===== src/hw/rtl/svf_ap_pkg.sv =====
// ============================================================================
// svf_ap_pkg: shared types, constants and microcode for the SVF allpass
// Holds the request payload types, datapath widths, the control word layout
// and the read-only microprogram that sequences one sample through the
// shared multiply-accumulate datapath.
// ============================================================================
package svf_ap_pkg;

  // Sample and state widths.
  localparam int unsigned SAMPLE_BITS = 24;
  localparam int unsigned STATE_W     = 32;
  localparam int unsigned COEF_W      = 31;
  localparam int unsigned K_W         = 30;
  localparam int unsigned CFG_W       = 31;
  localparam int unsigned CFG_IDX_W   = 2;

  // Coefficient limits: unity in Q1.30 and 1000.0 in Q10.20.
  localparam logic [COEF_W-1:0] COEF_ONE = COEF_W'(64'd1073741824);
  localparam logic [K_W-1:0]    K_LIMIT  = K_W'(64'd1048576000);

  // Datapath widths. The multiplier takes a signed data operand and a
  // non-negative coefficient operand.
  localparam int unsigned MUL_A_W = 36;
  localparam int unsigned MUL_B_W = 32;
  localparam int unsigned PROD_W  = MUL_A_W + MUL_B_W;
  localparam int unsigned ACC_W   = PROD_W;
  localparam int unsigned V3_W    = STATE_W + 1;
  localparam int unsigned V1_W    = MUL_A_W;
  localparam int unsigned V2_W    = MUL_A_W;
  localparam int unsigned UPD_W   = V1_W + 2;

  // Rounding shifts for the integrator terms and the output term.
  localparam int unsigned SH_V = 30;
  localparam int unsigned SH_Y = 19;
  localparam int unsigned Y_W  = ACC_W - SH_Y + 1;

  // Round-half-up offsets preloaded into the accumulator.
  localparam logic signed [ACC_W-1:0] RND_V = ACC_W'(64'd1 << (SH_V - 1));
  localparam logic signed [ACC_W-1:0] RND_Y = ACC_W'(64'd1 << (SH_Y - 1));

  // Configuration register indexes.
  typedef enum logic [CFG_IDX_W-1:0] {
    CFG_COEF_A1   = 2'd0,
    CFG_COEF_A2   = 2'd1,
    CFG_COEF_A3   = 2'd2,
    CFG_DAMPING_K = 2'd3
  } cfg_reg_e;

  // Request payloads.
  typedef struct packed {
    logic signed [SAMPLE_BITS-1:0] sample_in;
    logic                          channel;
  } in_req_t;

  typedef struct packed {
    logic signed [SAMPLE_BITS-1:0] sample_out;
    logic                          channel_out;
  } out_req_t;

  // Microprogram addresses.
  localparam int unsigned STEP_W = 3;
  localparam logic [STEP_W-1:0] ST_IDLE = 3'd0;
  localparam logic [STEP_W-1:0] ST_V3   = 3'd1;
  localparam logic [STEP_W-1:0] ST_AV3  = 3'd2;
  localparam logic [STEP_W-1:0] ST_AS1  = 3'd3;
  localparam logic [STEP_W-1:0] ST_V1   = 3'd4;
  localparam logic [STEP_W-1:0] ST_KV1  = 3'd5;
  localparam logic [STEP_W-1:0] ST_V2   = 3'd6;
  localparam logic [STEP_W-1:0] ST_OUT  = 3'd7;

  // Sequencing operations.
  typedef enum logic [1:0] {
    SEQ_NEXT,
    SEQ_WAIT_IN,
    SEQ_DONE
  } seq_op_e;

  // Multiplier operand selects.
  typedef enum logic [1:0] {
    MA_S1,
    MA_V3,
    MA_V1
  } mul_a_sel_e;

  typedef enum logic [1:0] {
    MB_A1,
    MB_A2,
    MB_A3,
    MB_K
  } mul_b_sel_e;

  // Accumulator preload.
  typedef enum logic [1:0] {
    ACC_KEEP,
    ACC_RND_V,
    ACC_RND_Y
  } acc_init_e;

  // One control word of the microprogram.
  typedef struct packed {
    seq_op_e           seq;
    logic [STEP_W-1:0] jmp;
    logic              load;
    logic              mul_en;
    mul_a_sel_e        mul_a;
    mul_b_sel_e        mul_b;
    acc_init_e         acc_init;
    logic              acc_add;
    logic              v3_ld;
    logic              v1_ld;
    logic              v2_ld;
    logic              s1_wr;
    logic              finish;
  } ctrl_t;

  // Handshake status seen by the sequencer.
  typedef struct packed {
    logic in_valid;
    logic out_free;
  } seq_status_t;

  localparam ctrl_t CTRL_NOP = '{
    seq:      SEQ_NEXT,
    jmp:      ST_IDLE,
    load:     1'b0,
    mul_en:   1'b0,
    mul_a:    MA_S1,
    mul_b:    MB_A1,
    acc_init: ACC_KEEP,
    acc_add:  1'b0,
    v3_ld:    1'b0,
    v1_ld:    1'b0,
    v2_ld:    1'b0,
    s1_wr:    1'b0,
    finish:   1'b0
  };

  // Microprogram ROM. A product is registered and added in the next step.
  function automatic ctrl_t ucode(input logic [STEP_W-1:0] step);
    ctrl_t c;
    c = CTRL_NOP;
    unique case (step)
      // Wait for a sample and latch it with its integrator pair.
      ST_IDLE: begin
        c.seq  = SEQ_WAIT_IN;
        c.load = 1'b1;
      end
      // v3 = x - s2; start a1*s1.
      ST_V3: begin
        c.v3_ld    = 1'b1;
        c.mul_en   = 1'b1;
        c.mul_a    = MA_S1;
        c.mul_b    = MB_A1;
        c.acc_init = ACC_RND_V;
      end
      // Accumulate a1*s1; start a2*v3.
      ST_AV3: begin
        c.acc_add = 1'b1;
        c.mul_en  = 1'b1;
        c.mul_a   = MA_V3;
        c.mul_b   = MB_A2;
      end
      // Accumulate a2*v3; start a2*s1.
      ST_AS1: begin
        c.acc_add = 1'b1;
        c.mul_en  = 1'b1;
        c.mul_a   = MA_S1;
        c.mul_b   = MB_A2;
      end
      // Take v1; restart the sum with a2*s1; start a3*v3.
      ST_V1: begin
        c.v1_ld    = 1'b1;
        c.acc_init = ACC_RND_V;
        c.acc_add  = 1'b1;
        c.mul_en   = 1'b1;
        c.mul_a    = MA_V3;
        c.mul_b    = MB_A3;
      end
      // Accumulate a3*v3; start k*v1.
      ST_KV1: begin
        c.acc_add = 1'b1;
        c.mul_en  = 1'b1;
        c.mul_a   = MA_V1;
        c.mul_b   = MB_K;
      end
      // Take v2, update s1, start the output sum with k*v1.
      ST_V2: begin
        c.v2_ld    = 1'b1;
        c.s1_wr    = 1'b1;
        c.acc_init = ACC_RND_Y;
        c.acc_add  = 1'b1;
      end
      // Update s2 and present the result once the output slot is free.
      ST_OUT: begin
        c.seq    = SEQ_DONE;
        c.jmp    = ST_IDLE;
        c.finish = 1'b1;
      end
      default: c = CTRL_NOP;
    endcase
    return c;
  endfunction

  // Saturate an integrator update to the signed state range.
  function automatic logic signed [STATE_W-1:0] sat_state(
    input logic signed [UPD_W-1:0] v
  );
    logic [UPD_W-STATE_W:0] top;
    logic signed [STATE_W-1:0] r;
    top = v[UPD_W-1:STATE_W-1];
    if ((&top) || (~|top)) begin
      r = v[STATE_W-1:0];
    end else if (v[UPD_W-1]) begin
      r = {1'b1, {(STATE_W-1){1'b0}}};
    end else begin
      r = {1'b0, {(STATE_W-1){1'b1}}};
    end
    return r;
  endfunction

endpackage


===== src/hw/rtl/svf_ap_useq.sv =====
// ============================================================================
// svf_ap_useq: microprogram sequencer
// Steps through the control ROM, holds at the wait steps until the input
// request arrives or the output slot frees, and issues one control word per
// cycle with the handshake-dependent actions masked.
// ============================================================================
module svf_ap_useq (
  input  logic                      clk_i,
  input  logic                      rst_ni,
  input  svf_ap_pkg::seq_status_t   status_i,
  output svf_ap_pkg::ctrl_t         ctrl_o,
  output logic                      in_ready_o
);

  logic [svf_ap_pkg::STEP_W-1:0] step_q;
  logic [svf_ap_pkg::STEP_W-1:0] step_d;
  svf_ap_pkg::ctrl_t             word;

  // Control ROM lookup.
  assign word = svf_ap_pkg::ucode(step_q);

  // Next step, with the conditional jumps.
  always_comb begin
    unique case (word.seq)
      svf_ap_pkg::SEQ_NEXT: begin
        step_d = step_q + 1'b1;
      end
      svf_ap_pkg::SEQ_WAIT_IN: begin
        step_d = status_i.in_valid ? step_q + 1'b1 : step_q;
      end
      svf_ap_pkg::SEQ_DONE: begin
        step_d = status_i.out_free ? word.jmp : step_q;
      end
      default: begin
        step_d = svf_ap_pkg::ST_IDLE;
      end
    endcase
  end

  // Control outputs: loading and finishing only when the handshake allows.
  always_comb begin
    ctrl_o        = word;
    ctrl_o.load   = word.load & status_i.in_valid;
    ctrl_o.finish = word.finish & status_i.out_free;
    in_ready_o    = (word.seq == svf_ap_pkg::SEQ_WAIT_IN);
  end

  // Step counter.
  always_ff @(posedge clk_i or negedge rst_ni) begin
    if (!rst_ni) begin
      step_q <= svf_ap_pkg::ST_IDLE;
    end else begin
      step_q <= step_d;
    end
  end

endmodule


===== config.mk =====
export PLATFORM = sky130hd
export DESIGN_NAME = svf_ap_useq
export DESIGN_NICKNAME = d
export VERILOG_FILES = /design/src/hw/rtl/svf_ap_pkg.sv /design/src/hw/rtl/svf_ap_useq.sv
export SDC_FILE = /design/constraint.sdc
export NUM_CORES = 1
export LEC_CHECK = 0
export BUFFER_PORTS_ARGS = -buffer_cell sky130_fd_sc_hd__buf_2
export CAP_MARGIN = 0
export CORE_AREA = 2 2 39 41
export CTS_CLUSTER_SIZE = 20
export DETAILED_ROUTE_END_ITERATION = 10
export DIE_AREA = 0 0 41 43
export GPL_ROUTABILITY_DRIVEN = 0
export PLACE_DENSITY_LB_ADDON = 0.1
export SLEW_MARGIN = 20
export SYNTH_ARGS = -nofsm -noshare
export SYNTH_HDL_FRONTEND = slang
export SYNTH_SLANG_ARGS = --single-unit

===== constraint.sdc =====
create_clock -name clk_i -period 2 [get_ports clk_i]
set_input_delay 0.2 -clock clk_i [delete_from_list [all_inputs] [get_ports clk_i]]
set_output_delay 0.2 -clock clk_i [all_outputs]
set_load 0.05 [all_outputs]

Yosys cells after proc, flatten, opt, wreduce, memory -nomap -nowiden. Index checks and enable logic that the tools add are counted. Widths: inputs -> output; s select.

Register bits: 3. Bits in latches: 0. Bits in writable memories: 0. Bits in read-only memories: 0. Input bits: 4. Output and inout port bits: 20. Logic and storage cells: 32. Memories kept: 0.

Add/subtract/negate cells: 1. Multiply operators: 0. Div/mod/pow operators: 0. Order comparisons: 0. Equality and inequality tests: 11. Shift operators: 0. Muxes and demuxes: 12. Bitwise logic cells: 2. Reductions and logical operators: 5.

Operators with widths (number): $pmux 5 s5 (1); $eq 3x3->1 const B (4); $pmux 3 s3 (1); $pmux 2 s2 (2); $eq 3x2->1 const B (2); $mux 3 (2); $mux 1 (5); $reduce_or 5->1 (1); $ne 2x2->1 const B (2); $add 3x1->3 const B (1); $eq 3x1->1 const B (1); $logic_not 3->1 (1); $and 1x1->1 (2); $eq 2x1->1 const B (1); $eq 2x2->1 const B (1); $logic_not 2->1 (1); $mux 2 (1); $reduce_and 2->1 (1); $reduce_or 2->1 (1).

Longest topological paths before layout.
Word-level depth: 5. Mapped depth: 5. Gate-level depth less buffers: 5.

Least setup slack after synthesis. Ideal clock, no wire load.

Kind: reg2out. Start point: register step_q[1] (netlist bit). End point: output ctrl_o[12] (netlist bit). Arrival: 2.330 ns. Required time: 1.800 ns. Setup slack: -0.530 ns. Stages on the path, launching flop included: 6. Cell sequence: dfrtp_1 -> inv_1 -> ha_1 -> nor2b_1 -> or2_1 -> or2_1.

RTL lines: start: declaration (RTL line svf_ap_useq.sv:15) `logic [svf_ap_pkg::STEP_W-1:0] step_q;`; start signal: assignment (RTL line svf_ap_useq.sv:51) `step_q <= svf_ap_pkg::ST_IDLE;`; start signal: assignment (RTL line svf_ap_useq.sv:53) `step_q <= step_d;`; end: declaration (RTL line svf_ap_useq.sv:11) `output svf_ap_pkg::ctrl_t ctrl_o,`.

==> impl_metrics.ini <==
[floorplanning]
initial_core_util_pct = 27.6
core_area_um2 = 1380
fp-row-count = 14
fp.dieArea_um2 = 1760
pin_count = 24
die_w_um = 41
dieHeight_um = 43

[placed_design]
portBuffers = 20
dpl_cell_area_um2 = 497
dp_hpwl_um = 607

[synthesis]
synth_cell_types = 20
synth_cells = 41
ys_top_cells_by_area = ha_1 (23%), dfrtp_1 (20%), buf_4 (9.8%)
yosys_warnings = 0
ys_seq_elements = 3
seq_area_frac_synth_pct = 19.7
synth_top_area_cell = ha_1
synth_area_um2 = 382
synth_top_area_share_pct = 23.0
syn_avg_cell_area_um2 = 9.31

[final_layout]
syn2layout_area_growth_pct = 52.8
stdcell_area_um2 = 583
largestRegisters = step_q x3
most-common-layout-cells = buf_2 (18), buf_4 (5), ha_1 (4)
final_common_cell = buf_2
num_antenna_cells = 0
nets = 79
largest_reg_flops = 3
drive_gt1_share_pct = 68.7
utilization_pct = 42.1
regMostFlops = step_q

[clock_tree]
cts_num_sinks = 3
path_clk_slew_ps = 40
clk_latency_ps = 230
cts_tree = done
htree_num_levels = 1
cts_buffer_depth = 2
cts_made_buffers = 3
cts_root_buf = clkbuf_4

[sta]
post-route-period-util_pct = 99.2
rsz0062_at_grt = true
finalSetupViolations = 0
fmax_ghz = 0.504
finClkSkew_ps = 1.89
hold_viol = 0
min_period_ps = 1980
maxSlewViolCount = 0

[global_routing]
grt_first_pass_wirelength_um = 1260
grt_max_degree = 10
first_global_vias = 313
grt_use_total_pct = 10.6
grt.overflow.total = 0
antenna_found_initial = 0

[routing]
drt_iter0_drc = 3
routedWlPerCell_um = 9.23
postRouteAntennaNets = 0
first_pass_iters = 3
vias = 338
drc = 0
vias_per_cell = 4.07
wl_um = 766

[setup_path]
crit_fanout = 4
rr_worst_depth = 5
path_cells = ha_2, and2_4, or3_4, or2_4, buf_8
crit_required_ps = 1800
end_kind = output pin
slowest_stage = dfrtp_2
arrival_ps = 1780
critPathKind = reg2out
startpoint_type = flop
critPathMaxStageDelay_ps = 430

[job]
cap_violations = 0

[status]
status = finished, final reports clean

[hold_path]
hold_path.class = in2async
==> layout make-up <==
class | instances | area (um2)
inverters | 3 | 11.3
fillers | 148 | 801
clock buffers | 4 | 26.3
multi-input cells | 32 | 295
repair buffers | 25 | 153
flip-flops and latches | 3 | 77.6
well taps | 16 | 20.0
==> Yosys cell counts <==
library cell  instances
nor2b_1               2
or2_2                 2
mux2_1                1
a21o_1                1
and2_4                1
ha_1                  7
nor2_1                1
conb_1                1
buf_4                 5
dfrtp_1               3
nand2b_1              2
inv_1                 3
and2_2                3
and2_1                2
nor2b_2               1
or2_1                 2
mux2i_1               1
o22ai_1               1
or3_4                 1
mux2i_2               1
==> worst paths after layout <==
kind | from | to | slack (ps)
hold / removal | rst_ni | step_q[1] | 290
min in group clk_i | status_i[0] | step_q[2] | 310
max in group asynchronous | rst_ni | step_q[0] | 1590
setup / recovery | step_q[0] | ctrl_o[12] | 20
setup reg to reg | step_q[0] | step_q[0] | 360
hold reg to reg | step_q[2] | step_q[2] | 610
==> layer usage <==
layer	global-route usage, %	up-vias	wire (um)
li1	-	173	-
met1	12.3	151	296
met2	17.2	14	418
met3	0	0	50
met4	8.00	0	0
met5	0	-	0
==> logic make-up (layout without fill, tap and decap cells) <==
logic type / count (synthesis) / count (layout) / synth area share [%]
DFF: 3 / 3 / 19.7
AOI/OAI and AO/OA: 2 / 2 / 3.61
adders and majority gates: 7 / 7 / 22.9
muxes: 3 / 3 / 9.18
buffers and inverters: 8 / 32 / 12.8
other: 1 / 3 / 0.983
and+or+nand+nor: 17 / 17 / 30.8
==> repair_timing <==
item / in CTS / in global routing
gates resized for setup: 3 / 11
endpoints found under the setup margin: 2 / 2
hold buffers: 1 / 0
setup buffers: 1 / 1
pin swaps: 0 / 2
hold endpoints to repair: 3 / 0
==> metrics by stage <==
| stage | instances | setup WS (ps) | setup TNS [ps] | hold slack, ps |
|---|---|---|---|---|
| after floorplan | 43 | 11.0 | 0 | -95.6 |
| after global placement | 76 | 189 | 0 | -1.91 |
| after detailed placement | 76 | 170 | 0 | -2.46 |
| after CTS | 82 | 5.07 | 0 | 282 |
| after global routing | 83 | -59.5 | -65.1 | 288 |
| final | 83 | 16.6 | 0 | 288 |
==> worst max-delay path: cells and delay by family (launching register included) <==
family / cells / cell delay (ps)
flops: 1 / 430
simple gates: 3 / 770
buf+inv: 1 / 150
fa+ha+maj: 1 / 210
Power is left out: the tool's default activity adds up to more than one toggle a clock period on the data nets, which glitch-free logic cannot reach.
